[src/rtl/core/twn_pkg.sv]
package twn_pkg;

	localparam int MAX_HELD_PAIRS = 16;
	localparam int PAIR_W         = 5;
	localparam int NL_W           = PAIR_W + 1;
	localparam int Q_DEPTH        = 4;
	localparam int Q_AW           = 2;
	localparam int Q_CW           = 3;

	localparam logic [7:0] CH_BSLASH  = 8'h5C;
	localparam logic [7:0] CH_PERCENT = 8'h25;
	localparam logic [7:0] CH_N       = 8'h6E;
	localparam logic [7:0] CH_LF      = 8'h0A;
	localparam logic [7:0] CH_CR      = 8'h0D;
	localparam logic [7:0] CH_TAB     = 8'h09;
	localparam logic [7:0] CH_SPACE   = 8'h20;

	typedef struct packed {
		logic [7:0] ch;
		logic       last;
	} in_t;

	typedef struct packed {
		logic [7:0] out_ch;
		logic       has_char;
		logic       end_of_block;
	} out_t;

	// One classified byte: released held output, then up to two new bytes.
	typedef struct packed {
		logic            esc;
		logic [7:0]      esc_byte;
		logic            sp;
		logic [NL_W-1:0] nl;
		logic [1:0]      nb;
		logic [7:0]      b0;
		logic [7:0]      b1;
		logic            last;
	} cmd_t;

endpackage

[src/rtl/core/text_whitespace_normalizer.sv]
// Channel  | Direction | Payload (twn_pkg)                 | Handshake
// ---------+-----------+-----------------------------------+--------------------------
// text     | in        | in_t  {ch, last}                  | text_valid / text_stall
// norm     | out       | out_t {out_ch, has_char, end_...} | norm_valid / norm_stall
//
// One text byte is taken per cycle while the four-entry command queue has room.
// A byte that releases held output becomes a burst of up to 4 + 2*MAX_HELD_PAIRS
// results, which the back end sends one per cycle while norm_stall is low.
// text_stall rises only when the queue is full, so bursts back up into the input.
// arst_n clears the scanner, the held output, the queue pointers and the output valid.
// norm_stall holds the output register; the front keeps accepting until the queue fills.
module text_whitespace_normalizer
	import twn_pkg::*;
(
	input  logic clk,
	input  logic arst_n,
	input  logic text_valid,
	input  in_t  text,
	output logic text_stall,
	output logic norm_valid,
	output out_t norm,
	input  logic norm_stall
);

	cmd_t push_cmd, head;
	logic push, pop, q_empty, q_full;

	// Classify each transfer and track held whitespace.
	twn_front u_front (
		.clk        (clk),
		.arst_n     (arst_n),
		.text_valid (text_valid),
		.text       (text),
		.text_stall (text_stall),
		.q_full     (q_full),
		.push       (push),
		.cmd        (push_cmd)
	);

	// Decouple the scanner from the output drain.
	twn_queue u_queue (
		.clk      (clk),
		.arst_n   (arst_n),
		.push     (push),
		.push_cmd (push_cmd),
		.pop      (pop),
		.head     (head),
		.empty    (q_empty),
		.full     (q_full)
	);

	// Expand each command into result transfers, one per cycle unless norm_stall holds the output.
	twn_back u_back (
		.clk        (clk),
		.arst_n     (arst_n),
		.head       (head),
		.q_empty    (q_empty),
		.pop        (pop),
		.norm_valid (norm_valid),
		.norm       (norm),
		.norm_stall (norm_stall)
	);

endmodule

[src/rtl/core/twn_front.sv]
module twn_front
	import twn_pkg::*;
(
	input  logic clk,
	input  logic arst_n,
	input  logic text_valid,
	input  in_t  text,
	output logic text_stall,
	input  logic q_full,
	output logic push,
	output cmd_t cmd
);

	localparam logic [2:0] ST_START   = 3'd0;
	localparam logic [2:0] ST_TEXT    = 3'd1;
	localparam logic [2:0] ST_SPACE   = 3'd2;
	localparam logic [2:0] ST_LINE    = 3'd3;
	localparam logic [2:0] ST_LINE_SP = 3'd4;
	localparam logic [2:0] ST_DOUBLE  = 3'd5;
	localparam logic [2:0] ST_ESCAPE  = 3'd6;

	logic [2:0]        state_q, n_state;
	logic              hev_q, n_hev;
	logic [7:0]        heb_q, n_heb;
	logic              hs_q, n_hs;
	logic [PAIR_W-1:0] pairs_q, n_pairs;
	logic              accept, blank, ws, any_out;
	logic [7:0]        c;

	assign text_stall = q_full;
	assign accept     = text_valid && !q_full;
	assign c          = text.ch;

	always_comb begin
		blank   = (c == CH_SPACE) || (c == CH_TAB);
		ws      = blank || (c == CH_CR) || (c == CH_LF);
		cmd      = '0;
		cmd.last = text.last;
		n_state = state_q;
		n_hev   = hev_q;
		n_heb   = heb_q;
		n_hs    = hs_q;
		n_pairs = pairs_q;
		// release held output ahead of any visible byte
		if (!ws) begin
			cmd.esc      = hev_q;
			cmd.esc_byte = heb_q;
			cmd.sp       = hs_q;
			cmd.nl       = {pairs_q, 1'b0};
			n_hev   = 1'b0;
			n_heb   = '0;
			n_hs    = 1'b0;
			n_pairs = '0;
		end
		unique case (state_q)
			ST_TEXT: begin
				if (blank) begin
					n_hs    = 1'b1;
					n_state = ST_SPACE;
				end else if (c == CH_CR) begin
				end else if (c == CH_LF) begin
					n_state = ST_LINE;
				end else if (c == CH_BSLASH) begin
					n_state = ST_ESCAPE;
				end else begin
					cmd.nb = 2'd1;
					cmd.b0 = c;
				end
			end
			ST_SPACE: begin
				if (blank || c == CH_CR) begin
				end else if (c == CH_LF) begin
					n_state = ST_LINE_SP;
				end else if (c == CH_BSLASH) begin
					n_state = ST_ESCAPE;
				end else begin
					cmd.nb  = 2'd1;
					cmd.b0  = c;
					n_state = ST_TEXT;
				end
			end
			ST_LINE, ST_LINE_SP: begin
				if (blank || c == CH_CR) begin
				end else if (c == CH_LF) begin
					if (pairs_q < PAIR_W'(MAX_HELD_PAIRS)) begin
						n_pairs = pairs_q + PAIR_W'(1);
					end
					n_state = ST_DOUBLE;
				end else if (c == CH_BSLASH) begin
					// a lone line break joins with a space
					if (state_q == ST_LINE) begin
						cmd.nb = 2'd1;
						cmd.b0 = CH_SPACE;
					end
					n_state = ST_ESCAPE;
				end else begin
					if (state_q == ST_LINE) begin
						cmd.nb = 2'd2;
						cmd.b0 = CH_SPACE;
						cmd.b1 = c;
					end else begin
						cmd.nb = 2'd1;
						cmd.b0 = c;
					end
					n_state = ST_TEXT;
				end
			end
			ST_DOUBLE: begin
				if (blank) begin
					n_state = ST_SPACE;
				end else if (c == CH_CR || c == CH_LF) begin
				end else if (c == CH_BSLASH) begin
					n_state = ST_ESCAPE;
				end else begin
					cmd.nb  = 2'd1;
					cmd.b0  = c;
					n_state = ST_TEXT;
				end
			end
			ST_ESCAPE: begin
				if (c == CH_BSLASH) begin
					cmd.nb  = 2'd1;
					cmd.b0  = CH_BSLASH;
					n_state = ST_TEXT;
				end else if (c == CH_N) begin
					cmd.nb  = 2'd1;
					cmd.b0  = CH_LF;
					n_state = ST_DOUBLE;
				end else if (c == CH_PERCENT) begin
					cmd.nb  = 2'd2;
					cmd.b0  = CH_PERCENT;
					cmd.b1  = CH_PERCENT;
					n_state = ST_TEXT;
				end else begin
					// hold an escaped whitespace byte until text follows
					if (ws) begin
						n_hev = 1'b1;
						n_heb = c;
					end else begin
						cmd.nb = 2'd1;
						cmd.b0 = c;
					end
					n_state = ST_TEXT;
				end
			end
			default: begin
				if (c == CH_BSLASH) begin
					n_state = ST_ESCAPE;
				end else if (!ws) begin
					cmd.nb  = 2'd1;
					cmd.b0  = c;
					n_state = ST_TEXT;
				end
			end
		endcase
		if (text.last) begin
			n_state = ST_START;
			n_hev   = 1'b0;
			n_heb   = '0;
			n_hs    = 1'b0;
			n_pairs = '0;
		end
		any_out = cmd.esc || cmd.sp || (cmd.nl != '0) || (cmd.nb != 2'd0);
		push    = accept && (any_out || text.last);
	end

	always_ff @(posedge clk or negedge arst_n) begin
		if (!arst_n) begin
			state_q <= ST_START;
			hev_q   <= 1'b0;
			heb_q   <= '0;
			hs_q    <= 1'b0;
			pairs_q <= '0;
		end else if (accept) begin
			state_q <= n_state;
			hev_q   <= n_hev;
			heb_q   <= n_heb;
			hs_q    <= n_hs;
			pairs_q <= n_pairs;
		end
	end

endmodule

[src/rtl/core/twn_queue.sv]
module twn_queue
	import twn_pkg::*;
(
	input  logic clk,
	input  logic arst_n,
	input  logic push,
	input  cmd_t push_cmd,
	input  logic pop,
	output cmd_t head,
	output logic empty,
	output logic full
);

	cmd_t            mem_q [Q_DEPTH];
	logic [Q_AW-1:0] wr_q, rd_q;
	logic [Q_CW-1:0] cnt_q;

	assign empty = (cnt_q == '0);
	assign full  = (cnt_q == Q_CW'(Q_DEPTH));
	assign head  = mem_q[rd_q];

	always_ff @(posedge clk) begin
		if (push) begin
			mem_q[wr_q] <= push_cmd;
		end
	end

	always_ff @(posedge clk or negedge arst_n) begin
		if (!arst_n) begin
			wr_q  <= '0;
			rd_q  <= '0;
			cnt_q <= '0;
		end else begin
			if (push) begin
				wr_q <= wr_q + Q_AW'(1);
			end
			if (pop) begin
				rd_q <= rd_q + Q_AW'(1);
			end
			unique case ({push, pop})
				2'b10:   cnt_q <= cnt_q + Q_CW'(1);
				2'b01:   cnt_q <= cnt_q - Q_CW'(1);
				default: cnt_q <= cnt_q;
			endcase
		end
	end

endmodule

[src/rtl/core/twn_back.sv]
module twn_back
	import twn_pkg::*;
(
	input  logic clk,
	input  logic arst_n,
	input  cmd_t head,
	input  logic q_empty,
	output logic pop,
	output logic norm_valid,
	output out_t norm,
	input  logic norm_stall
);

	cmd_t cur_q, src, rem;
	logic cur_act_q, adv, src_valid, rem_empty;
	out_t pick;

	assign adv       = !norm_valid || !norm_stall;
	assign src       = cur_act_q ? cur_q : head;
	assign src_valid = cur_act_q || !q_empty;
	assign pop       = adv && !cur_act_q && !q_empty;

	// release order: escape byte, space, newlines, new bytes, bare marker
	always_comb begin
		rem  = src;
		pick = '0;
		priority if (src.esc) begin
			pick.out_ch   = src.esc_byte;
			pick.has_char = 1'b1;
			rem.esc       = 1'b0;
		end else if (src.sp) begin
			pick.out_ch   = CH_SPACE;
			pick.has_char = 1'b1;
			rem.sp        = 1'b0;
		end else if (src.nl != '0) begin
			pick.out_ch   = CH_LF;
			pick.has_char = 1'b1;
			rem.nl        = src.nl - NL_W'(1);
		end else if (src.nb != 2'd0) begin
			pick.out_ch   = src.b0;
			pick.has_char = 1'b1;
			rem.b0        = src.b1;
			rem.nb        = src.nb - 2'd1;
		end else begin
			pick.out_ch   = '0;
			pick.has_char = 1'b0;
		end
		rem_empty = !rem.esc && !rem.sp && (rem.nl == '0) && (rem.nb == 2'd0);
		pick.end_of_block = src.last && rem_empty;
	end

	always_ff @(posedge clk) begin
		if (adv && src_valid) begin
			norm  <= pick;
			cur_q <= rem;
		end
	end

	always_ff @(posedge clk or negedge arst_n) begin
		if (!arst_n) begin
			norm_valid <= 1'b0;
			cur_act_q  <= 1'b0;
		end else if (adv) begin
			norm_valid <= src_valid;
			if (src_valid) begin
				cur_act_q <= !rem_empty;
			end
		end
	end

endmodule

[config.mk]
export PLATFORM = sky130hd
export DESIGN_NAME = text_whitespace_normalizer
export DESIGN_NICKNAME = d
export VERILOG_FILES = /design/src/rtl/core/twn_pkg.sv /design/src/rtl/core/text_whitespace_normalizer.sv /design/src/rtl/core/twn_front.sv /design/src/rtl/core/twn_queue.sv /design/src/rtl/core/twn_back.sv
export SDC_FILE = /design/constraint.sdc
export NUM_CORES = 1
export LEC_CHECK = 0
export BUFFER_PORTS_ARGS = -buffer_cell sky130_fd_sc_hd__clkbuf_2
export CELL_PAD_IN_SITES_DETAIL_PLACEMENT = 0
export CELL_PAD_IN_SITES_GLOBAL_PLACEMENT = 1
export CORE_MARGIN = 5
export CORE_UTILIZATION = 40
export CTS_CLUSTER_DIAMETER = 60
export DETAILED_ROUTE_END_ITERATION = 16
export GPL_TIMING_DRIVEN = 0
export PLACE_DENSITY = 0.72
export SETUP_SLACK_MARGIN = 0.1
export SLEW_MARGIN = 10
export SYNTH_ARGS = -nofsm -noshare
export SYNTH_HDL_FRONTEND = slang
export SYNTH_SLANG_ARGS = --single-unit
export TNS_END_PERCENT = 5
[constraint.sdc]
create_clock -name clk -period 6.39 [get_ports clk]
set_clock_uncertainty 0.2 [all_clocks]
set_input_delay 1.278 -clock clk [delete_from_list [all_inputs] [get_ports clk]]
set_output_delay 1.278 -clock clk [all_outputs]
set_load 0.05 [all_outputs]
### Word level (Yosys, flattened, before mapping)

Memories as Yosys holds them, arrays and structs flattened.
Index checks and enable logic that the tools add are counted.

| word-level totals | value |
|---|---|
| bits in registers | 71 |
| logic and storage cells | 167 |
| input bits | 13 |
| memory bits (writable) | 140 |
| bits in read-only memories | 0 |
| output and inout port bits | 12 |
| latch bits | 0 |
| memories | 1 |

Memory list:

| name | words | width | rd ports | clocked after memory_dff | write ports | line | source |
|---|---|---|---|---|---|---|---|
| u_queue.mem_q | 4 | 35 | 1 | 0 | 1 | twn_queue.sv:14 | `cmd_t mem_q [Q_DEPTH];` |

| cells by class | value |
|---|---|
| add/sub/neg operators | 7 |
| muxes and demuxes | 79 |
| div/mod/pow operators | 0 |
| $lt $le $gt $ge | 1 |
| shift operators | 0 |
| bitwise logic cells | 0 |
| multipliers | 0 |
| reduce and logical (&&, ||, !) cells | 37 |
| eq/ne operators | 22 |

Operators with widths:

| operator | number |
|---|---|
| 2-to-1 mux 10 bit | 12 |
| 2-to-1 mux 8 bit | 11 |
| 2-to-1 mux 9 bit | 9 |
| one-hot mux 10 bit (5 select lines) | 1 |
| 2-to-1 mux 3 bit | 16 |
| 2-to-1 mux 18 bit | 2 |
| 2-to-1 mux 35 bit | 1 |
| 2-to-1 mux 16 bit | 2 |
| 2-to-1 mux 5 bit | 6 |
| == test 8 x 4 -> 1 bit, second input constant | 3 |
| 2-to-1 mux 17 bit | 1 |
| == test 8 x 6 -> 1 bit, second input constant | 2 |
| == test 8 x 7 -> 1 bit, second input constant | 2 |
| one-hot mux 8 bit (2 select lines) | 1 |
| one-hot mux 3 bit (5 select lines) | 1 |
| 2-to-1 mux 1 bit | 13 |
| == test 3 bit, second input constant | 4 |
| 2-to-1 mux 6 bit | 2 |
| nonzero test 6 bit | 2 |
| logical OR 1 bit | 10 |
| logical AND 1 bit | 8 |
| != test 4 x 3 -> 1 bit, second input constant | 2 |
| != test 8 bit, second input constant | 1 |
| logical NOT 1 bit | 7 |
| other kinds (22) | 27 |

### Logic depth before layout (Yosys ltp)

| depth | value |
|---|---|
| word-level depth | 15 |
| gate-level depth with buffers | 19 |
| gate-level depth less buffers | 16 |

### Cells and area by module

A second synthesis with hierarchy kept.

| unflattened totals | value |
|---|---|
| cell total of the unflattened synthesis | 670 |
| area, all modules | 9593.0 um^2 |

Modules (own cells, without submodules):

| module | times used | seq. area each (um^2) | area each (um^2) | cells an instance |
|---|---|---|---|---|
| twn_queue | 1 | 4379.2 | 5504.0 | 220 |
| twn_back | 1 | 1131.1 | 2214.6 | 200 |
| twn_front | 1 | 450.4 | 1874.3 | 250 |

### Least setup slack after synthesis

No wires, ideal clock.

| path | value |
|---|---|
| path kind | in2reg |
| start | input port text[3] (netlist name) |
| end | memory u_queue.mem_q[0][0] (netlist name) (enable) |
| data arrival time | 4.507 ns |
| setup time | 0.394 ns |
| cell stages on the path | 13 |
| buffers on the path | 3 |
| data required time | 5.796 ns |
| path slack | 1.289 ns |
| cell sequence | buf_2 > and4b_1 > and4b_1 > clkbuf_1 > inv_1 > clkbuf_1 > ha_1 > nor3_1 > a21oi_1 > mux2i_1 > a211oi_1 > o41a_1 > and2_1 |

RTL lines:

| item | line | source |
|---|---|---|
| start: declaration | text_whitespace_normalizer.sv:18 | `input in_t text,` |
| end: declaration | twn_queue.sv:14 |  |

==> metrics.csv <==
metric,value,unit
status,finished clean,
Rows,56,
RR Startpoint,u_front.state_q[2],
Pint,2.84,mW
Peak VDD IR,0.000151,V
Comb power frac,26.2,%
layer with the highest usage,met2,
post-DP HPWL,14.5,mm
clock tree sinks,204,
Initial Utilization,40.3,%
synthesized instance count,676,
register share of total power,44.4,%
"Setup Fix Bufs, Post-CTS",0,
post-cts resize count,0,
dominant synthesized flop cell,edfxtp_1,
number of fill cells,2076,
Pwr Total,4.02,mW
register area,5990,um2
most frequent cells in the layout,"edfxtp_1 (177), nand2_1 (86), nor2_1 (51), mux2i_1 (30), mux4_2 (30)",
met3 Usage GRT,2.04,%
Hold Path Class,flip-flop to flip-flop,
gr ovfl total,0,
complex-gate fraction of the synthesized area,8.23,%
Finished Cell Area,10700,um2
clk slew on worst S/H paths,0.06,ns
Tmin final,5.23,ns
placer congestion estimate,0.861,
fmax,191,MHz
Critical Path AT,5.44,ns
Final Max Tran Viols,0,
number of port buffers,22,
met2 GRT Util,25.1,%
Global Route met1 Usage,23.3,%
xor/xnor share of the synthesized area,0.748,%
Tot GR Track Use,15.8,%
Clock Tree Buf Depth,3,
Psw,1.18,mW
crit path max fanout,10,
largest net degree at the start of global routing,31,
main combinational cell family by area after synthesis,simple AND/OR/NAND/NOR gates,
"Cell Area, Placed",9990,um2
height of the die,163,um
Yosys warning count,0,
unrepaired setup endpoints after global routing,false,
hold_buf cts,0,
post-synthesis register bit count,204,
clk root buf,clkbuf_16,
crit path kind,input pin to flip-flop,
multi-input logic area,3160,um2
Setup crit end kind,flip-flop,
die area,26600,um2
Vias,5806,
synth-to-layout area growth,13.8,%
Clock power frac,29.4,%
adder-cell share of the synthesized area,1.42,%
Hold Crit Start,u_front.heb_q[2],
Leakage Power,3.78,nW
share of cells above drive strength 1,15.8,%
Fin. Hold Viols,0,
Vias/cell,5.48,
core area,23300,um2
Pre-antenna DRT Iters,7,
"most common cell after layout, fill and taps aside",edfxtp_1,
Routed Antenna Nets,0,
Layout Utilization,45.8,%
total CTS buffers,21,
CTS tree,yes,
H-tree levels,1,
drt total wl,20.7,mm
mux cell area share after synthesis,11.1,%
endpoints failing setup,0,
total of max-cap violations,0,
vias in the first global route,5839,
PD cells,377,nW/um2
DRC Markers,0,
initial antenna violation count,0,
Min Hold Slack,0.317,ns
sequential share of the synthesized area,64.0,%
Die W,163,um
ys async rst share,13.2,%
io pins,25,
"Req. time, crit path",6.60,ns
Synth Area per Inst,13.9,um2
Worst-Margin Slew,0.974,ns
syn_nets,699,
Sw Ratio,29.4,%
DR iter-0 viols,446,
placed insts,1022,
Post-synth EDFFs,177,
startpoint types,input pin,
final cell count without fillers,1059,
clock latency at the later pin of the worst-skew pair,0.50,ns
first-pass GRT wire length,33.3,mm
diode count,0,
Setup crit start,text[6],
drt wl/cell,19.5,um
Slew HR,35.0,%
# nets final,749,
period utilization,81.9,%
Synth Area in Simple Gates,12.1,%
Netlist Area Pre-Place,9370,um2
Yosys cell types,72,
==> layout make-up <==
type	count	area share, %
multi-input combinational	420	29.7
sequential	204	56.2
buffer	37	1.62
clock inverter	10	0.939
clock buffer	27	5.33
tap	319	3.74
timing repair buffer	27	1.97
inverter	15	0.528
==> metal layers <==
metal	part of all wire, %	vias to the layer above
li1	-	2675
met1	47	2946
met2	47	164
met3	4.5	21
met4	1.6	0
met5	0	-
==> kinds of logic (layout without fill, tap and decap cells) <==
group	count (synthesis)	in the layout
compound gates	108	108
mux	63	63
buf+inv	52	116
flops	204	204
xor+xnor	8	8
fa+ha+maj	10	10
simple gates	231	231
==> critical path, stage by stage <==
cell and delay, ns:
clkbuf_2 0.09, clkbuf_1 0.23, nor2_1 0.14, and4b_1 0.29
clkbuf_1 0.36, inv_1 0.16, clkbuf_1 0.27, ha_1 0.37
nor3_1 0.14, a21oi_1 0.06, mux2i_1 0.15, a211oi_1 0.11
o41a_1 0.55, inv_1 0.14, ha_1 0.18, inv_1 0.07
fa_1 0.43, xor2_1 0.15, nor2_1 0.11, xor2_1 0.14
==> power by group through the flow <==
stage               Clock (mW)  Combinational (mW)  Sequential [mW]
floorplan                    0               0.742             1.81
global placement             0                1.01             1.81
detailed placement           0                1.06             1.81
CTS                       1.21                1.06             1.79
global route              1.27                1.15             1.80
finish                    1.18                1.05             1.78
==> cells in the mapped netlist (14+ instances only) <==
library cell  instances  area (um2)
nand2_1              86         323
mux2i_1              30         300
and2_1               21         131
nor2_1               51         191
dfrtp_1              27         676
a21oi_1              23         115
inv_1                14        52.6
mux4_2               30         676
o21ai_0              20         100
clkbuf_1             23        86.3
edfxtp_1            177        5320
==> worst paths after layout <==
| check | end | slack, ns | cells after the start |
|---|---|---|---|
| setup / recovery | u_queue.cnt_q[2] | 1.16 | 20 |
| hold / removal | u_front.heb_q[2] | 0.32 | 2 |
| setup reg to reg | u_queue.cnt_q[2] | 2.45 | 16 |
| hold reg to reg | u_front.heb_q[2] | 0.32 | 2 |
| max in group asynchronous | u_queue.rd_q[0] | 4.81 | 1 |
| min in group asynchronous | u_front.heb_q[3] | 0.67 | 1 |
==> state kept, by name (all words and copies together), names as in the netlist <==
signal,flops
u_queue.mem_q,136
u_back.cur_q,31
u_back.norm,10
u_front.heb_q,8
u_front.pairs_q,5
u_front.state_q,3
u_queue.cnt_q,3
u_queue.rd_q,2
u_queue.wr_q,2
u_back.cur_act_q,1
u_back.norm_valid,1
u_front.hev_q,1
u_front.hs_q,1
==> metrics by stage <==
step           setup TNS, ns  setup WS, ns
3_5_place_dp               0         0.613
4_1_cts                    0          1.10
2_1_floorplan              0          1.29
3_3_place_gp          -0.860       -0.0160
5_1_grt                    0         0.788
6_report                   0          1.16
Power figures use the tool's default switching activity.
